**src/rtl/pcsf_pkg.sv**
```systemverilog
// ----------------------------------------------------------------------------
// pcsf_pkg - shared types and constants for the phase current sense filter
// Field widths, register indexes, reset values and the lane control word.
// ----------------------------------------------------------------------------
package pcsf_pkg;

    localparam int ADC_BITS        = 12;
    localparam int CAL_SAMPLES_DEF = 200;
    localparam int CFG_W           = 16;
    localparam int CFG_IDX_W       = 1;
    localparam int FILT_W          = 32;
    localparam int FRAC_W          = 16;
    localparam int SCALE_SH        = 8;
    localparam int MA_W            = 16;
    localparam int PHC_W           = 18;
    localparam int S_TDATA_W       = 24;
    localparam int M_TDATA_W       = 56;

    localparam logic [CFG_IDX_W-1:0] CFG_LSB_SCALE    = 1'b0;
    localparam logic [CFG_IDX_W-1:0] CFG_FILTER_ALPHA = 1'b1;

    localparam logic [CFG_W-1:0] LSB_SCALE_RESET    = 16'd2063;
    localparam logic [CFG_W-1:0] FILTER_ALPHA_RESET = 16'd328;

    localparam logic [ADC_BITS-1:0] OFFSET_RESET = {1'b1, {(ADC_BITS-1){1'b0}}};

    localparam logic OP_MEASURE   = 1'b0;
    localparam logic OP_CALIBRATE = 1'b1;

    typedef enum logic [2:0] {
        ST_IDLE,
        ST_MUL_X,
        ST_MUL_A,
        ST_UPDATE,
        ST_ROUND,
        ST_OUTPUT
    } pcsf_state_t;

    typedef struct packed {
        logic capture;
        logic mul_x;
        logic mul_a;
        logic update;
        logic round_en;
        logic cal;
        logic cal_last;
    } lane_ctrl_t;

endpackage

```
**src/rtl/pcsf_merge.sv**
```systemverilog
// ----------------------------------------------------------------------------
// pcsf_merge - combine the phase lanes into one result word
// Derives phase C from A and B and holds the word in the output register.
// ----------------------------------------------------------------------------
module pcsf_merge (
    input  logic                                aclk,
    input  logic                                aresetn,
    input  logic                                load,
    input  logic signed [pcsf_pkg::MA_W-1:0]    ma_a,
    input  logic signed [pcsf_pkg::MA_W-1:0]    ma_b,
    input  logic                                cal_done,
    output logic                                free,
    output logic                                m_tvalid,
    input  logic                                m_tready,
    output logic [pcsf_pkg::M_TDATA_W-1:0]      m_tdata,   // current_a, current_b, current_c
    output logic                                m_tuser    // cal_done
);
    import pcsf_pkg::*;

    logic                       valid_reg;
    logic [M_TDATA_W-1:0]       data_reg;
    logic                       user_reg;
    logic signed [PHC_W-1:0]    phc;

    always_comb begin
        phc = -$signed({{(PHC_W-MA_W){ma_a[MA_W-1]}}, ma_a})
              - $signed({{(PHC_W-MA_W){ma_b[MA_W-1]}}, ma_b});
    end

    assign free = !valid_reg || m_tready;

    always_ff @(posedge aclk) begin
        if (!aresetn) begin
            valid_reg <= 1'b0;
        end else if (load) begin
            valid_reg <= 1'b1;
        end else if (m_tready) begin
            valid_reg <= 1'b0;
        end
    end

    always_ff @(posedge aclk) begin
        if (load) begin
            data_reg <= {{(M_TDATA_W-PHC_W-2*MA_W){1'b0}}, phc, ma_b, ma_a};
            user_reg <= cal_done;
        end
    end

    assign m_tvalid = valid_reg;
    assign m_tdata  = data_reg;
    assign m_tuser  = user_reg;

endmodule

```
**config.mk**
```make
export PLATFORM = sky130hd
export DESIGN_NAME = pcsf_merge
export DESIGN_NICKNAME = d
export VERILOG_FILES = /design/src/rtl/pcsf_pkg.sv /design/src/rtl/pcsf_merge.sv
export SDC_FILE = /design/constraint.sdc
export NUM_CORES = 1
export LEC_CHECK = 0
export BUFFER_PORTS_ARGS = -buffer_cell sky130_fd_sc_hd__buf_4
export CORE_MARGIN = 2
export CORE_UTILIZATION = 50
export DETAILED_ROUTE_END_ITERATION = 7
export GPL_ROUTABILITY_DRIVEN = 1
export PLACE_DENSITY = 0.8
export SYNTH_ARGS = -nofsm -noshare
export SYNTH_HDL_FRONTEND = slang
export SYNTH_SLANG_ARGS = --single-unit
```
**constraint.sdc**
```tcl
create_clock -name aclk -period 5.5 [get_ports aclk]
set_input_delay 0.825 -clock aclk [delete_from_list [all_inputs] [get_ports aclk]]
set_output_delay 0.825 -clock aclk [all_outputs]
set_load 0.05 [all_outputs]
```
==> flow_summary.yaml <==
run_status:
  outcome: "finished, final reports clean"
finish:
  layout-drive-gt1-share_pct: 34.1
  fillers: 410
  ff_latch_area_mm2: 0.00155
  area_growth_pct: 30.8
  fin_nets: 371
  num_antenna_cells: 0
  final_common_cell: "buf_4"
  final_cell_mix: "buf_4, edfxtp_1, inv_1"
  multi_input_area_um2: 951
  finalInstanceArea_mm2: 0.00347
logic_synthesis:
  ys_types: 37
  yosysWarnings: 0
  postSynthCellCount: 206
  synth_largest_area_cell: "edfxtp_1"
  syn_area_per_cell_um2: 12.9
  ys_ff_latch: 52
  synth_seq_area_share_pct: 58.4
  synth_area_leaders: "edfxtp_1, ha_1, inv_1, xnor2_1, buf_4"
  synth.top_cell.area_share_pct: 57.7
  netlist_area_mm2: 0.00266
grt:
  grt_max_degree: 53
  grt_usage_pct: 16.6
  grt_overflow: 0
  antenna_found_initial: 0
  grt_pass1_wl_um: 7780
  grt_pass1_vias: 1788
critical_path:
  required_ps: 5560
  crit_type: "in2reg"
  path_max_fanout: 4
  critPathLaunchType: "input pin"
  setup.worst_path.end_class: "register"
  reg2reg_depth: 2
  arrival_ps: 3040
floorplanning:
  start_util_pct: 52.0
  die_x_um: 76.9
  die_h_um: 76.9
  io_pins: 96
  placementRows: 26
  fp.coreArea_mm2: 0.00511
  die_area_mm2: 0.00591
cts:
  cts_resized: 0
  insertion_delay_ps: 300
  postCtsSetupBuffers: 0
  numCtsBuffers: 5
  clk_root_buffer_cell: "clkbuf_8"
  htreeDepth: 2
  cts_tree: "yes"
  hold_buffers: 0
  max-clock-path-buffers: 2
  clkSinkCount: 52
  clkSlewWorstSetupHoldPaths_ps: 90
timing:
  fmax_mhz: 335
  rsz0062_at_grt: "no"
  setup_tns_ps: 0
  setup_viol: 0
  fin_worst_skew_ps: 0
  fin_crit_ps: 2990
  slew_headroom_pct: 56.3
  tightest_slew_ps: 655
  setup_ws_ps: 2510
  report.final.slew_viol_count: 0
  hold_viol: 0
  fin_crit_sh_pct: 54.3
route:
  wl_per_cell_um: 12.8
  via_count: 1802
  drt_iter0_drc: 72
  route.detailed.drc: 0
  wl_um: 4760
  via_per_inst: 4.84
  first_pass_iters: 4
  ant_nets: 0
pwr:
  power.density_mw_per_mm2: 321
  peakVddDrop_mv: 0.133
  power_leakage_uw: 0.00163
placement:
  dpl_cell_area_mm2: 0.00339
  dpl.hpwl_um: 3670
  routabilityCongestion: 0.799
  dp_slack_ps: 2210
  port_buffers: 89
min_path:
  worstHoldPathCells: 2
  hp-class: "reg2reg"
run:
  drv_cap: 0
-- worst max-delay path, cell delays in order --
cell	delay, ps
buf_4	110
ha_1	270
inv_1	50
ha_1	230
fa_1	410
a21o_1	220
a221o_2	380
a211oi_2	230
o21bai_1	100
a21oi_2	150
xnor2_1	70
-- worst paths after layout --
path	endpoint	from	slack, ps
max	m_tdata[43]	ma_a[1]	2510
min	m_tvalid	m_tvalid	520
max reg2reg	m_tvalid	m_tvalid	4870
min reg2reg	m_tvalid	m_tvalid	520
-- where the power goes --
part,internal (uW),total [uW],switching (uW)
logic,131,398,266
clock network,88.9,213,124
registers,492,505,12.8
total,712,1120,403
-- flip-flops by register name, summed over array words and instances (netlist names) --
name and count:
m_tdata 50, m_tuser 1, m_tvalid 1
-- final cells by class --
type	instances	share of cell area (%)
flip-flops and latches	52	44.7
clock buffers	5	1.98
repair buffers	89	19.2
multi-input cells	119	27.4
inverters	34	3.67
well taps	70	2.52
clock inverters	3	0.540
-- synthesized netlist by cell type --
master	count
a2111oi_0	1
mux2i_1	1
a221oi_1	1
a31oi_1	3
nor2b_1	4
a21boi_0	3
and3_2	1
a32o_1	1
a21oi_2	1
nand2b_1	2
edfxtp_1	51
nand4_1	1
xnor2_1	9
a211oi_1	1
dfxtp_1	1
a21o_1	2
a21oi_1	8
o21bai_1	1
a221o_2	1
conb_1	1
nand2_1	7
ha_1	32
nand3_1	2
a211oi_2	1
and3_1	1
o21a_1	1
a31o_2	1
o22ai_1	1
fa_1	1
nor3_1	2
a21o_2	1
o211ai_1	2
inv_1	34
xor2_1	3
nor2_1	11
buf_4	6
o21ai_0	6
-- through the flow --
| step | utilization [%] | total power [uW] | instances | hold WS [ps] |
|---|---|---|---|---|
| finish | 68.0 | 1120 | 372 | 519 |
| global route | 68.0 | 1160 | 372 | 566 |
| CTS | 68.0 | 1120 | 372 | 525 |
| detailed placement | 66.3 | 913 | 364 | 512 |
| global placement | 66.3 | 905 | 364 | 502 |
| floorplan | - | 795 | 211 | 924 |
-- layer usage --
metal | routed length, um | vias up | GRT usage [%]
li1 | - | 906 | -
met1 | 1940 | 827 | 19.3
met2 | 2430 | 62 | 28.9
met3 | 288 | 7 | 4.00
met4 | 92 | 0 | 7.27
met5 | 0 | - | 0
-- kinds of logic (layout without fill, tap and decap cells) --
group                      after synthesis  count (layout)  share of synthesized area (%)
buffers and inverters                   40             131                           6.50
DFF                                     52              52                           58.4
other                                    1               6                          0.141
AOI/OAI and AO/OA                       36              36                           9.33
muxes                                    1               1                          0.377
and+or+nand+nor                         31              31                           5.46
adders and majority gates               33              33                           15.8
xor gates and xnor gates                12              12                           3.96
(Power assumes the default switching activity.)
