$ cat src/rtl/pcsf_pkg.sv
// ----------------------------------------------------------------------------
// pcsf_pkg - shared types and constants for the phase current sense filter
// Field widths, register indexes, reset values and the lane control word.
// ----------------------------------------------------------------------------
package pcsf_pkg;

    localparam int ADC_BITS        = 12;
    localparam int CAL_SAMPLES_DEF = 200;
    localparam int CFG_W           = 16;
    localparam int CFG_IDX_W       = 1;
    localparam int FILT_W          = 32;
    localparam int FRAC_W          = 16;
    localparam int SCALE_SH        = 8;
    localparam int MA_W            = 16;
    localparam int PHC_W           = 18;
    localparam int S_TDATA_W       = 24;
    localparam int M_TDATA_W       = 56;

    localparam logic [CFG_IDX_W-1:0] CFG_LSB_SCALE    = 1'b0;
    localparam logic [CFG_IDX_W-1:0] CFG_FILTER_ALPHA = 1'b1;

    localparam logic [CFG_W-1:0] LSB_SCALE_RESET    = 16'd2063;
    localparam logic [CFG_W-1:0] FILTER_ALPHA_RESET = 16'd328;

    localparam logic [ADC_BITS-1:0] OFFSET_RESET = {1'b1, {(ADC_BITS-1){1'b0}}};

    localparam logic OP_MEASURE   = 1'b0;
    localparam logic OP_CALIBRATE = 1'b1;

    typedef enum logic [2:0] {
        ST_IDLE,
        ST_MUL_X,
        ST_MUL_A,
        ST_UPDATE,
        ST_ROUND,
        ST_OUTPUT
    } pcsf_state_t;

    typedef struct packed {
        logic capture;
        logic mul_x;
        logic mul_a;
        logic update;
        logic round_en;
        logic cal;
        logic cal_last;
    } lane_ctrl_t;

endpackage

$ cat src/rtl/pcsf_lane.sv
// ----------------------------------------------------------------------------
// pcsf_lane - one phase of the current sense path
// Offset calibration (sum and divide by constant), gain scaling, Q16.16
// exponential moving average and rounding to saturated milliamps.
// ----------------------------------------------------------------------------
module pcsf_lane #(
    parameter int CAL_SAMPLES = pcsf_pkg::CAL_SAMPLES_DEF
) (
    input  logic                               aclk,
    input  logic                               aresetn,
    input  pcsf_pkg::lane_ctrl_t               ctrl,
    input  logic [pcsf_pkg::ADC_BITS-1:0]      sample,
    input  logic [pcsf_pkg::CFG_W-1:0]         lsb_scale,
    input  logic [pcsf_pkg::CFG_W-1:0]         filter_alpha,
    output logic signed [pcsf_pkg::MA_W-1:0]   ma
);
    import pcsf_pkg::*;

    localparam int    CNT_L   = $clog2(CAL_SAMPLES);
    localparam int    SUM_W   = ADC_BITS + CNT_L;
    localparam int    MUL_W   = SUM_W + 2;
    localparam int    DIV_SH  = SUM_W + CNT_L;
    localparam longint DIV_MUL =
        ((longint'(1) << DIV_SH) + longint'(CAL_SAMPLES) - 1) / longint'(CAL_SAMPLES);
    localparam int    DIFF_W  = ADC_BITS + 1;
    localparam int    XP_W    = DIFF_W + CFG_W;
    localparam int    KEEP_W  = FILT_W - SCALE_SH;
    localparam int    WP_W    = FILT_W + CFG_W + 2;

    logic [ADC_BITS-1:0]        sample_reg;
    logic [ADC_BITS-1:0]        offset_reg;
    logic [SUM_W-1:0]           sum_reg;
    logic [SUM_W+MUL_W-1:0]     divp_reg;
    logic signed [XP_W-1:0]     xprod_reg;
    logic signed [WP_W-1:0]     wprod_reg;
    logic signed [FILT_W-1:0]   filt_reg;
    logic signed [MA_W-1:0]     ma_reg;

    logic signed [DIFF_W-1:0]   diff;
    logic signed [XP_W-1:0]     xprod_next;
    logic [XP_W-KEEP_W:0]       x_hi;
    logic signed [FILT_W-1:0]   x_sat;
    logic signed [FILT_W:0]     err;
    logic signed [WP_W-1:0]     wprod_next;
    logic [MUL_W-1:0]           div_mul;
    logic signed [FILT_W:0]     rnd;
    logic signed [MA_W-1:0]     ma_next;

    always_comb begin
        diff       = $signed({1'b0, offset_reg}) - $signed({1'b0, sample_reg});
        xprod_next = diff * $signed({1'b0, lsb_scale});
        x_hi       = xprod_reg[XP_W-1:KEEP_W-1];
        if ((&x_hi) || !(|x_hi)) begin
            x_sat = {xprod_reg[KEEP_W-1:0], {SCALE_SH{1'b0}}};
        end else if (xprod_reg[XP_W-1]) begin
            x_sat = {1'b1, {(FILT_W-1){1'b0}}};
        end else begin
            x_sat = {1'b0, {(FILT_W-1){1'b1}}};
        end
        err        = {x_sat[FILT_W-1], x_sat} - {filt_reg[FILT_W-1], filt_reg};
        wprod_next = err * $signed({1'b0, filter_alpha});
        div_mul    = MUL_W'(DIV_MUL);
        rnd        = {filt_reg[FILT_W-1], filt_reg}
                     + $signed({{(FILT_W-FRAC_W){1'b0}}, 1'b1, {(FRAC_W-1){1'b0}}});
        if (rnd[FILT_W] != rnd[FILT_W-1]) begin
            ma_next = rnd[FILT_W] ? {1'b1, {(MA_W-1){1'b0}}} : {1'b0, {(MA_W-1){1'b1}}};
        end else begin
            ma_next = rnd[FRAC_W +: MA_W];
        end
    end

    always_ff @(posedge aclk) begin
        if (!aresetn) begin
            offset_reg <= OFFSET_RESET;
            sum_reg    <= '0;
            filt_reg   <= '0;
        end else begin
            if (ctrl.mul_x && ctrl.cal) begin
                sum_reg <= sum_reg + SUM_W'(sample_reg);
            end
            if (ctrl.update && ctrl.cal && ctrl.cal_last) begin
                offset_reg <= divp_reg[DIV_SH +: ADC_BITS];
                sum_reg    <= '0;
            end
            if (ctrl.update && !ctrl.cal) begin
                filt_reg <= filt_reg + wprod_reg[FRAC_W +: FILT_W];
            end
        end
    end

    always_ff @(posedge aclk) begin
        if (ctrl.capture) begin
            sample_reg <= sample;
        end
        if (ctrl.mul_x && !ctrl.cal) begin
            xprod_reg <= xprod_next;
        end
        if (ctrl.mul_a && !ctrl.cal) begin
            wprod_reg <= wprod_next;
        end
        if (ctrl.mul_a && ctrl.cal && ctrl.cal_last) begin
            divp_reg <= sum_reg * div_mul;
        end
        if (ctrl.round_en) begin
            ma_reg <= ma_next;
        end
    end

    assign ma = ma_reg;

endmodule

$ cat config.mk
export PLATFORM = sky130hd
export DESIGN_NAME = pcsf_lane
export DESIGN_NICKNAME = d
export VERILOG_FILES = /design/src/rtl/pcsf_pkg.sv /design/src/rtl/pcsf_lane.sv
export SDC_FILE = /design/constraint.sdc
export NUM_CORES = 2
export LEC_CHECK = 0
export ABC_AREA = 1
export BUFFER_PORTS_ARGS = -buffer_cell sky130_fd_sc_hd__buf_2
export CORE_MARGIN = 1
export CORE_UTILIZATION = 55
export CTS_BUF_LIST = sky130_fd_sc_hd__clkbuf_8
export DETAILED_ROUTE_END_ITERATION = 8
export PLACE_DENSITY_LB_ADDON = 0.05
export SLEW_MARGIN = 40
export SYNTH_ARGS = -nofsm -noshare
export SYNTH_HDL_FRONTEND = slang
export SYNTH_SLANG_ARGS = --single-unit
$ cat constraint.sdc
create_clock -name aclk -period 23.4 [get_ports aclk]
set_clock_uncertainty 0.2 [all_clocks]
set_input_delay 4.68 -clock aclk [delete_from_list [all_inputs] [get_ports aclk]]
set_output_delay 4.68 -clock aclk [all_outputs]
set_load 0.1 [all_outputs]
==> reports/qor.yml <==
clocking:
  clk_latency_ns: 0.58
  tritoncts: "yes"
  cts_made_buffers: 17
  cts_buffer_depth: 2
  cts_resized: 0
  cts_max_level: 4
  hold_buffers: 0
  post_cts_buffers: 0
  root_buffer: "clkbuf_8"
  clk_pin_slew_ns: 0.10
  cts.sink_count: 165
global_routing:
  grt_max_degree: 47
  grt_overflow_total: 0
  grt_pass1_vias: 35497
  grt_use_total_pct: 33.99
  antenna_found_initial: 3
  grt_pass1_wl_um: 201800
route:
  drt_wl_total_um: 127400
  drtPass1Iterations: 7
  drc_errors: 0
  first_iter_violations: 2550
  wl_per_cell_um: 20.38
  vias: 34006
  vias_per_cell: 5.440
  antenna_left: 0
sta:
  min_period_ns: 11.56
  relSlewSlack_pct: 42.26
  tns_ns: 0
  rsz0062_at_grt: "false"
  max_freq_ghz: 0.08649
  min_period_over_period_pct: 49.41
  hold_violations: 0
  tightest_slew_ns: 0.8653
  slew_viol_final: 0
  setup_viol: 0
logic_synthesis:
  ys_ff_latch: 165
  ys_async_sr_fraction_pct: 0
  netlist.area_leader.share_pct: 36.78
  syn_nets: 6553
  ys_seq_area_share_pct: 10.03
  yosys_warnings: 0
  synth_area_leaders: "fa_1 37%, ha_1 15%, inv_1 11%, edfxtp_1 7.1%, nand2_1 7.0%"
  synth.most_common_cell: "inv_1"
  synth_edf_count: 101
  synthFlopType: "edfxtp_1"
  syn_inst: 5195
  ys_types: 58
  synthTopCellsByCount: "1,256 x inv_1, 801 x nand2_1, 790 x fa_1"
  yosys.area.top_type: "fa_1"
  netlist_area_um2: 43000
  postSynthAreaPerCell_um2: 8.278
min_path:
  whs_endpoint: "offset_reg[4]$_SDFFE_PN0P_"
  worstHoldStart: "divp_reg[32]$_DFFE_PP_"
  hold_depth: 2
  hp-class: "reg -> reg"
finish:
  drive_gt1_share_pct: 4.588
  regArea_um2: 4315
  final_cells: 6251
  utilization_pct: 57.98
  multiInputGateArea_um2: 33490
  nets: 6554
  n_fill_cell: 7310
  synthToLayoutAreaGrowth_pct: 4.440
status:
  outcome: "finished, final reports clean"
critical_path:
  r2r_start: "xprod_reg[28]$_DFFE_PP_"
  critPathLaunchType: "input port"
  r2r-end: "wprod_reg[41]$_DFFE_PP_"
  cp_cell_sequence: "buf_2 -> clkinv_1 -> or2_2 -> fa_1 -> fa_1 -> fa_1 -> inv_1 -> fa_1 -> fa_1 -> inv_1 -> fa_1 -> inv_1 -> ha_1 -> a21oi_1 -> inv_1 -> a31oi_1 -> o21ai_0 -> a21oi_1 -> a21boi_0 -> o21ai_0 -> xor2_1"
  critPathBufInv: 6
  crit_start: "filter_alpha[4]"
  cp_slowest_cell: "clkinv_1"
  crit_path_end_kind: "register"
  slowest_delay_ns: 0.72
  rr_worst_depth: 32
  cp_common_cell: "fa_1"
  rrSetupSlack_ns: 12.97
  critical_path_required_ns: 23.49
  crit_fanout: 17
  crit_family: "adder cells"
  cp.arrival_ns: 11.66
  crit_type: "in -> reg"
placement:
  dp_hpwl_um: 107500
  dp.cells: 6217
  place.gp.congestion: 1.011
  io_buffers: 68
run:
  drv_cap: 0
floorplanning:
  io_pins: 69
  die_x_um: 281.6
  coreArea_um2: 77470
  die_h_um: 281.6
  die_area_um2: 79310
  row_count: 102
  start_util_pct: 55.51
-- per-layer routing --
layer / routed length [um] / track usage [%] / up-vias
met5: 0 / 0 / -
met4: 6507 / 15.37 / 0
met3: 9084 / 5.577 / 303
met2: 59760 / 56.30 / 1274
met1: 52040 / 43.76 / 16590
li1: - / - / 15839
-- kinds of logic after synthesis --
kind of cell	Yosys count	synth area share (%)
xor gates and xnor gates	140	2.991
DFF	165	10.03
adders and majority gates	1305	51.76
AOI/OAI and AO/OA	556	7.172
buffers and inverters	1391	12.24
and+or+nand+nor	1638	15.80
-- layout make-up --
type                    instances  area share, %
multi-input cells            3639          74.56
inverters                    1276          10.67
flip-flops and latches        165          9.609
well taps                    1040          2.897
repair buffers                 97          1.259
clock buffers                  17         0.5210
clock inverters                15         0.4764
diodes                          2        0.01114
-- tightest hold or removal path, cell delays in order, from the launching register on --
cell	delay, ns
edfxtp_1	0.34
nor2_1	0.05
nor2_1	0.08
-- metrics by stage --
step           instance area, um2  setup slack [ns]  hold WS (ns)
2_1_floorplan               43000             12.90        0.2329
3_3_place_gp                44410             11.58        0.2567
3_5_place_dp                44460             11.43        0.2647
4_1_cts                     44910             12.05        0.2904
5_1_grt                     44910             11.46        0.3295
6_report                    44910             11.84        0.2923
-- worst max path at each step --
stage	to	slack (ns)	depth (start not counted)
6_report	wprod_reg[42]$_DFFE_PP_	11.84	21
5_1_grt	wprod_reg[43]$_DFFE_PP_	11.46	25
4_1_cts	wprod_reg[43]$_DFFE_PP_	12.05	25
3_5_place_dp	wprod_reg[43]$_DFFE_PP_	11.43	25
3_3_place_gp	wprod_reg[43]$_DFFE_PP_	11.58	25
2_1_floorplan	wprod_reg[43]$_DFFE_PP_	12.90	26
-- layout by cell type, fill, tap and decap left out, drive strengths merged, types with 21 or more instances in the layout --
cell,n
fa,790
xor2,91
edfxtp,101
xnor2,49
nand4,28
nand2,813
a21oi,274
a31oi,21
dfxtp,64
o21ai,175
inv,1275
ha,515
nor2,528
nand3,167
or2,45
nor3,37
buf,97
Power is left out: the tool's default activity adds up to more than one toggle a clock period on the data nets, which glitch-free logic cannot reach.
